[src/cdjd_pkg.sv]
// ----------------------------------------------------------------------------
// cdjd_pkg
// Constants and helpers shared by the Julian Day to calendar date pipeline.
// ----------------------------------------------------------------------------
`timescale 1ns / 1ps
`default_nettype none

package cdjd_pkg;

	// width of the whole day number and of the internal day counts
	localparam int unsigned DAY_W  = 23;
	localparam int unsigned B_W    = 24;
	localparam int unsigned C_W    = 15;
	localparam int unsigned X_W    = 10;
	localparam int unsigned E_W    = 5;

	// first day number of the Gregorian calendar
	localparam logic [DAY_W-1:0] GREGORIAN_START = 23'd2299161;

	// 4 * 1867216.25, offset of the Gregorian century correction
	localparam logic [DAY_W+1:0] ALPHA_OFFSET = 25'd7468865;
	localparam logic [B_W-1:0]   B_OFFSET     = 24'd1524;
	// 20 * 122.1
	localparam logic [28:0]      C_OFFSET     = 29'd2442;
	localparam logic [10:0]      DAYS_4Y      = 11'd1461;
	localparam logic [15:0]      YEAR_BASE    = 16'd4716;
	localparam logic [15:0]      YEAR_BASE_JF = 16'd4715;

	// reciprocals: floor(n / d) == (n * ceil(2^k / d)) >> k when n < 2^(k - log2 d)
	localparam int unsigned K_ALPHA = 43;
	localparam logic [25:0] M_ALPHA =
		26'(((64'd1 << K_ALPHA) + 64'd146097 - 64'd1) / 64'd146097);

	localparam int unsigned K_WDAY = 27;
	localparam logic [24:0] M_WDAY =
		25'(((64'd1 << K_WDAY) + 64'd7 - 64'd1) / 64'd7);

	localparam int unsigned K_C = 42;
	localparam logic [29:0] M_C =
		30'(((64'd1 << K_C) + 64'd7305 - 64'd1) / 64'd7305);

	// e = floor(10000 x / 306001), the factor 10000 folded into the reciprocal
	localparam int unsigned K_E = 43;
	localparam logic [38:0] M_E =
		39'(64'd10000 * (((64'd1 << K_E) + 64'd306001 - 64'd1) / 64'd306001));

	// floor(30.6001 * e) for the month index
	function automatic logic [8:0] month_days(input logic [E_W-1:0] e);
		logic [8:0] r;
		case (e)
			5'd1:    r = 9'd30;
			5'd2:    r = 9'd61;
			5'd3:    r = 9'd91;
			5'd4:    r = 9'd122;
			5'd5:    r = 9'd153;
			5'd6:    r = 9'd183;
			5'd7:    r = 9'd214;
			5'd8:    r = 9'd244;
			5'd9:    r = 9'd275;
			5'd10:   r = 9'd306;
			5'd11:   r = 9'd336;
			5'd12:   r = 9'd367;
			5'd13:   r = 9'd397;
			5'd14:   r = 9'd428;
			5'd15:   r = 9'd459;
			5'd16:   r = 9'd489;
			default: r = 9'd0;
		endcase
		return r;
	endfunction

endpackage

`default_nettype wire

[src/calendar_date_from_julian_day_top.sv]
// ----------------------------------------------------------------------------
// calendar_date_from_julian_day_top
// Julian Day (whole part and fraction of JD + 0.5) to calendar date and
// weekday, Julian calendar before day 2299161 and Gregorian from there on.
// ----------------------------------------------------------------------------
// A date enters on any cycle with start high; busy is always low, so one
// transaction can be started every clock cycle. Each result appears with done
// high for exactly one cycle, in start order, after six register stages that
// split the chain of constant multiplies and table look-ups of the conversion.
// The receiver cannot stall the pipeline, so done must be sampled on the cycle
// it is high.
`timescale 1ns / 1ps
`default_nettype none

module calendar_date_from_julian_day_top
	import cdjd_pkg::*;
#(
	parameter int FRACTION_BITS = 16
) (
	input  wire logic                     clk,
	input  wire logic                     arst_n,
	input  wire logic                     start,
	output logic                          busy,
	input  wire logic [DAY_W-1:0]         day_number,
	input  wire logic [FRACTION_BITS-1:0] day_fraction,
	output logic                          done,
	output logic signed [15:0]            year,
	output logic [3:0]                    month,
	output logic [4:0]                    day_of_month,
	output logic [FRACTION_BITS-1:0]      fraction_out,
	output logic [2:0]                    weekday
);

	logic                     v_s1, v_s2, v_s3;
	logic [DAY_W-1:0]         z_s1;
	logic                     greg_s1;
	logic [50:0]              aprod_s1;
	logic [48:0]              wprod_s1;
	logic [2:0]               zp1_lo_s1;
	logic [B_W-1:0]           b_s2, b_s3;
	logic [2:0]               wd_s2, wd_s3;
	logic [58:0]              cprod_s3;
	logic [FRACTION_BITS-1:0] f_s1, f_s2, f_s3;

	logic [B_W-1:0]   zp1;
	logic [DAY_W+1:0] n_alpha;
	logic [7:0]       alpha;
	logic [B_W-1:0]   a_greg;
	logic [B_W-1:0]   a_n;
	logic [28:0]      n_c;

	// never stalls
	assign busy = 1'b0;

	// stage 1: century correction and weekday reciprocals
	assign zp1     = B_W'(day_number) + 24'd1;
	assign n_alpha = {day_number, 2'b00} - ALPHA_OFFSET;

	// stage 2: Gregorian shift back onto the Julian day count
	assign alpha  = aprod_s1[K_ALPHA+7:K_ALPHA];
	assign a_greg = B_W'(z_s1) + 24'd1 + B_W'(alpha) - B_W'(alpha >> 2);
	assign a_n    = greg_s1 ? a_greg : B_W'(z_s1);

	// stage 3: numerator of the year estimate
	assign n_c = 29'(b_s2) * 29'd20 - C_OFFSET;

	// valid bits
	always_ff @(posedge clk or negedge arst_n) begin
		if (!arst_n) begin
			v_s1 <= 1'b0;
			v_s2 <= 1'b0;
			v_s3 <= 1'b0;
		end else begin
			v_s1 <= start & ~busy;
			v_s2 <= v_s1;
			v_s3 <= v_s2;
		end
	end

	// payload registers
	always_ff @(posedge clk) begin
		z_s1      <= day_number;
		greg_s1   <= (day_number >= GREGORIAN_START);
		aprod_s1  <= 51'(n_alpha) * 51'(M_ALPHA);
		wprod_s1  <= 49'(zp1) * 49'(M_WDAY);
		zp1_lo_s1 <= zp1[2:0];
		f_s1      <= day_fraction;

		b_s2  <= a_n + B_OFFSET;
		// (z + 1) - 7q modulo 8 is the low bits of (z + 1) + q
		wd_s2 <= zp1_lo_s1 + wprod_s1[K_WDAY+2:K_WDAY];
		f_s2  <= f_s1;

		b_s3     <= b_s2;
		cprod_s3 <= 59'(n_c) * 59'(M_C);
		wd_s3    <= wd_s2;
		f_s3     <= f_s2;
	end

	// year, month and day split
	cdjd_ymd #(
		.FRACTION_BITS (FRACTION_BITS)
	) u_ymd (
		.clk          (clk),
		.arst_n       (arst_n),
		.in_valid     (v_s3),
		.b_in         (b_s3),
		.cprod_in     (cprod_s3),
		.weekday_in   (wd_s3),
		.fraction_in  (f_s3),
		.done         (done),
		.year         (year),
		.month        (month),
		.day_of_month (day_of_month),
		.fraction_out (fraction_out),
		.weekday      (weekday)
	);

endmodule

`default_nettype wire

[src/cdjd_ymd.sv]
// ----------------------------------------------------------------------------
// cdjd_ymd
// Back half of the pipeline: splits the shifted day count into year, month
// and day of month, and registers the result.
// ----------------------------------------------------------------------------
`timescale 1ns / 1ps
`default_nettype none

module cdjd_ymd
	import cdjd_pkg::*;
#(
	parameter int FRACTION_BITS = 16
) (
	input  wire logic                     clk,
	input  wire logic                     arst_n,
	input  wire logic                     in_valid,
	input  wire logic [B_W-1:0]           b_in,
	input  wire logic [58:0]              cprod_in,
	input  wire logic [2:0]               weekday_in,
	input  wire logic [FRACTION_BITS-1:0] fraction_in,
	output logic                          done,
	output logic signed [15:0]            year,
	output logic [3:0]                    month,
	output logic [4:0]                    day_of_month,
	output logic [FRACTION_BITS-1:0]      fraction_out,
	output logic [2:0]                    weekday
);

	logic                     v_s4, v_s5, v_s6;
	logic [C_W-1:0]           c_s4, c_s5;
	logic [X_W-1:0]           x_s4, x_s5;
	logic [48:0]              eprod_s5;
	logic [2:0]               wd_s4, wd_s5;
	logic [FRACTION_BITS-1:0] f_s4, f_s5;

	logic [C_W-1:0] c_n;
	logic [25:0]    dprod;
	logic [B_W-1:0] b_minus_d;
	logic [E_W-1:0] e_n;
	logic [3:0]     month_n;
	logic [8:0]     dom_n;

	// stage 4: years since the epoch and the day within that year
	assign c_n       = cprod_in[K_C+C_W-1:K_C];
	assign dprod     = 26'(c_n) * 26'(DAYS_4Y);
	assign b_minus_d = b_in - dprod[25:2];

	// stage 6: month index, day of month and year
	assign e_n     = eprod_s5[K_E+E_W-1:K_E];
	assign month_n = (e_n < 5'd14) ? 4'(e_n - 5'd1) : 4'(e_n - 5'd13);
	assign dom_n   = 9'(x_s5) - month_days(e_n);

	// valid bits
	always_ff @(posedge clk or negedge arst_n) begin
		if (!arst_n) begin
			v_s4 <= 1'b0;
			v_s5 <= 1'b0;
			v_s6 <= 1'b0;
		end else begin
			v_s4 <= in_valid;
			v_s5 <= v_s4;
			v_s6 <= v_s5;
		end
	end

	// payload registers
	always_ff @(posedge clk) begin
		c_s4  <= c_n;
		x_s4  <= b_minus_d[X_W-1:0];
		wd_s4 <= weekday_in;
		f_s4  <= fraction_in;

		c_s5     <= c_s4;
		x_s5     <= x_s4;
		eprod_s5 <= 49'(x_s4) * 49'(M_E);
		wd_s5    <= wd_s4;
		f_s5     <= f_s4;

		month        <= month_n;
		day_of_month <= dom_n[4:0];
		if (month_n > 4'd2) begin
			year <= $signed(16'(c_s5) - YEAR_BASE);
		end else begin
			year <= $signed(16'(c_s5) - YEAR_BASE_JF);
		end
		fraction_out <= f_s5;
		weekday      <= wd_s5;
	end

	assign done = v_s6;

endmodule

`default_nettype wire

[config.mk]
export PLATFORM = sky130hd
export DESIGN_NAME = calendar_date_from_julian_day_top
export DESIGN_NICKNAME = d
export VERILOG_FILES = /design/src/cdjd_pkg.sv /design/src/calendar_date_from_julian_day_top.sv /design/src/cdjd_ymd.sv
export SDC_FILE = /design/constraint.sdc
export NUM_CORES = 2
export LEC_CHECK = 0
export BUFFER_PORTS_ARGS = -buffer_cell sky130_fd_sc_hd__clkbuf_2
export CORE_ASPECT_RATIO = 0.8
export CORE_UTILIZATION = 25
export DETAILED_ROUTE_END_ITERATION = 10
export GPL_ROUTABILITY_DRIVEN = 0
export PLACE_DENSITY = 0.48
export REMOVE_ABC_BUFFERS = 1
export SYNTH_ARGS = -nofsm -noshare
export SYNTH_HDL_FRONTEND = slang
export SYNTH_SLANG_ARGS = --single-unit
[constraint.sdc]
create_clock -name clk -period 10.72 [get_ports clk]
set_input_delay 3.216 -clock clk [delete_from_list [all_inputs] [get_ports clk]]
set_output_delay 3.216 -clock clk [all_outputs]
set_load 0.01 [all_outputs]
==> out/metrics.cfg <==
[outcome]
status=complete, no violations

[final_layout]
area_growth_pct=14.8
layout-drive-gt1-share_pct=9.56
fin_nets=6483

[yosys]
synth-seq-cells=284
synth_top_area_share_pct=33.3
yosysUniqueCellTypes=84
ys_warn_count=0
yosys-top-cells-area=fa_1 (33%), ha_1 (26%), dfxtp_1 (13%), inv_1 (11%), xnor2_1 (2.7%)
synthCells=4413
syn_avg_cell_area_um2=10.1
netlist_area_um2=44500
synth_top_area_cell=fa_1
synthArstFlopShare_pct=2.11
seq_area_frac_synth_pct=12.9
synthFlopType=dfxtp_1
synth_edf_count=0

[sta]
relSlewSlack_pct=26.6
setup_tns_ns=0
drv_slew=0
period_share_pct=95.9
clock_skew_ns=0.0488
setup_violations=0
fmax_ghz=0.0973
final-hold-violation-count=0
period_needed_ns=10.28
worst_slew_pin_slew_ns=1.09
whs_ns=0.317

[clock_network]
clockBufferDepth=3
cts_tree=done
cts_inserted_buffers=34
cts_sinks=284
cts_root_buffer=clkbuf_16
cts_hold_buf=0
clkTransAtPathRegs_ns=0.06
htree_levels=2
insertion_delay_ns=0.59

[die]
die_area_um2=180000
start_util_pct=25.1
die_h_um=379
coreArea_um2=177000
die_x_um=473
fp-row-count=138
io_pins=88

[placement]
hpwl_um=103000
numPortBuffers=86

[run]
drv_cap=0

[global_route]
grt_max_degree=42
antenna_found_initial=7
grt_overflow=0
track_usage_pct=13.1
grt_pass1_wl_um=181000
first_global_vias=31500

[setup_path]
critPathRequiredTime_ns=11.24
r2r-start=b_s2[1]$_DFF_P_
cp-start-kind=primary input
worst_path_largest_cell_delay_ns=0.54
worstPathArrival_ns=10.80
cp-startpoint=day_number[1]
r2r_slack_ns=0.61
crit_fanout=3
crit_type=primary input to flip-flop
endpoint_kind=flip-flop
critPathSlowestCell=fa_1

[min_path]
min_path_type=flip-flop to flip-flop
hp-start=f_s3[5]$_DFF_P_

[drt]
wl_um=115000
viasPerCell=4.11
drt_pass1_iterations=7
route.detailed.drc=0
drt_iter0_drc=1145
wl_per_cell_um=16.0
drtAntennaViolNets=0
vias=29600

-- logic make-up (layout without fill, tap and decap cells) --
logic type      Yosys count  in the layout  synth area share, %
xor+xnor                224            224                 4.53
compound gates          474            474                 7.15
flops                   284            284                 12.9
mux                      12             12                0.276
fa+ha+maj              1653           1653                 59.0
other cells               1              2              0.00843
buf+inv                1337           1736                 11.3
simple gates            428            428                 4.88
-- synthesized netlist by cell type (11+ instances only) --
library cell,n
nand3_1,39
a31oi_1,17
o21ai_0,69
and3_1,21
o21a_1,24
nor3b_1,12
nand4_1,23
nor3_1,32
o31ai_1,11
o21bai_1,16
nor2b_1,20
nand2b_1,17
nor2_1,108
a21oi_1,126
a211oi_1,23
fa_1,739
ha_1,914
xnor2_1,139
dfxtp_1,278
inv_1,1309
clkbuf_1,22
or3_1,14
a21o_1,90
nand2_1,92
xor2_1,81
-- flip-flops by register name, indices dropped and copies added (netlist names), 4 cells and up, named ones only --
signal / cells
u_ymd.f_s4: 16
u_ymd.x_s4: 10
u_ymd.eprod_s5: 5
b_s2: 24
f_s1: 16
u_ymd.day_of_month: 5
aprod_s1: 8
z_s1: 23
u_ymd.year: 16
u_ymd.f_s5: 16
u_ymd.c_s4: 15
u_ymd.x_s5: 5
u_ymd.fraction_out: 16
u_ymd.c_s5: 15
b_s3: 10
f_s2: 16
u_ymd.month: 4
f_s3: 16
cprod_s3: 15
-- cells in the final DEF (no fill, tap or decap), types with 7 or more instances in the layout --
master     instances
a211o_1            7
a211oi_1          23
a21o_1            90
a21oi_1          126
a31oi_1           17
and2_1            10
and3_1            21
buf_4            280
clkbuf_16         34
clkbuf_2          86
dfxtp_1          277
fa_1             739
ha_1             913
inv_1           1309
mux2i_1           10
nand2_1           92
nand2b_1          17
nand3_1           39
nand4_1           23
nor2_1           108
nor2b_1           20
nor3_1            32
nor3b_1           11
nor4_1             9
o211ai_1          10
o21a_1            24
o21ai_0           68
o21bai_1          16
o31ai_1           11
or3_1             14
xnor2_1          139
xor2_1            80
-- path summary, 6_finish.rpt --
| kind | endpoint | cells after the start |
|---|---|---|
| max in group asynchronous | v_s2$_DFF_PN0_ | 1 |
| setup / recovery | aprod_s1[49]$_DFF_P_ | 35 |
| min in group asynchronous | v_s3$_DFF_PN0_ | 1 |
| setup reg to reg | cprod_s3[55]$_DFF_P_ | 33 |
| hold reg to reg | u_ymd.f_s4[5]$_DFF_P_ | 0 |
| hold / removal | u_ymd.f_s4[5]$_DFF_P_ | 0 |
-- final cells by class --
cell class | instances | area (um^2)
Clock buffer | 40 | 913
Antenna cell | 1 | 2.50
Timing Repair Buffer | 367 | 2550
Fill cell | 18600 | 126000
Tap cell | 2380 | 2980
Sequential cell | 284 | 5720
Multi-Input combinational cell | 2792 | 33800
Inverter | 1309 | 4910
Clock inverter | 20 | 214
-- repair_timing --
item,CTS,global route
buffers inserted,0,1
endpoints found under the setup margin,0,8
endpoints found under the hold margin,0,0
gates resized for setup,0,10
-- critical path: cells and delay by family --
family          cells  cell delay (ns)
buf+inv            10             0.97
fa+ha+maj           9             3.58
compound gates      6             0.87
xor+xnor            2             0.42
simple gates        8             1.67
-- routing by layer --
metal | share of wire [%] | global-route usage (%)
met4 | 1.5 | 1.97
met1 | 52 | 19.2
met2 | 40 | 19.2
met5 | 0.073 | 0
met3 | 6.7 | 3.70
-- metrics by stage --
| stage | instances | setup WS [ns] | util (%) | instance area, um^2 |
|---|---|---|---|---|
| 2_1_floorplan | 4385 | -0.718 | - | 44300 |
| 3_3_place_gp | 7131 | -0.313 | 28.2 | 49900 |
| 3_5_place_dp | 7131 | -0.427 | 28.2 | 49900 |
| 4_1_cts | 7191 | 0.218 | 28.8 | 51000 |
| 5_1_grt | 7192 | -0.0149 | 28.9 | 51100 |
| 6_report | 7193 | 0.441 | 28.9 | 51100 |
Power is left out: the tool's default activity adds up to more than one toggle a clock period on the data nets, which glitch-free logic cannot reach.
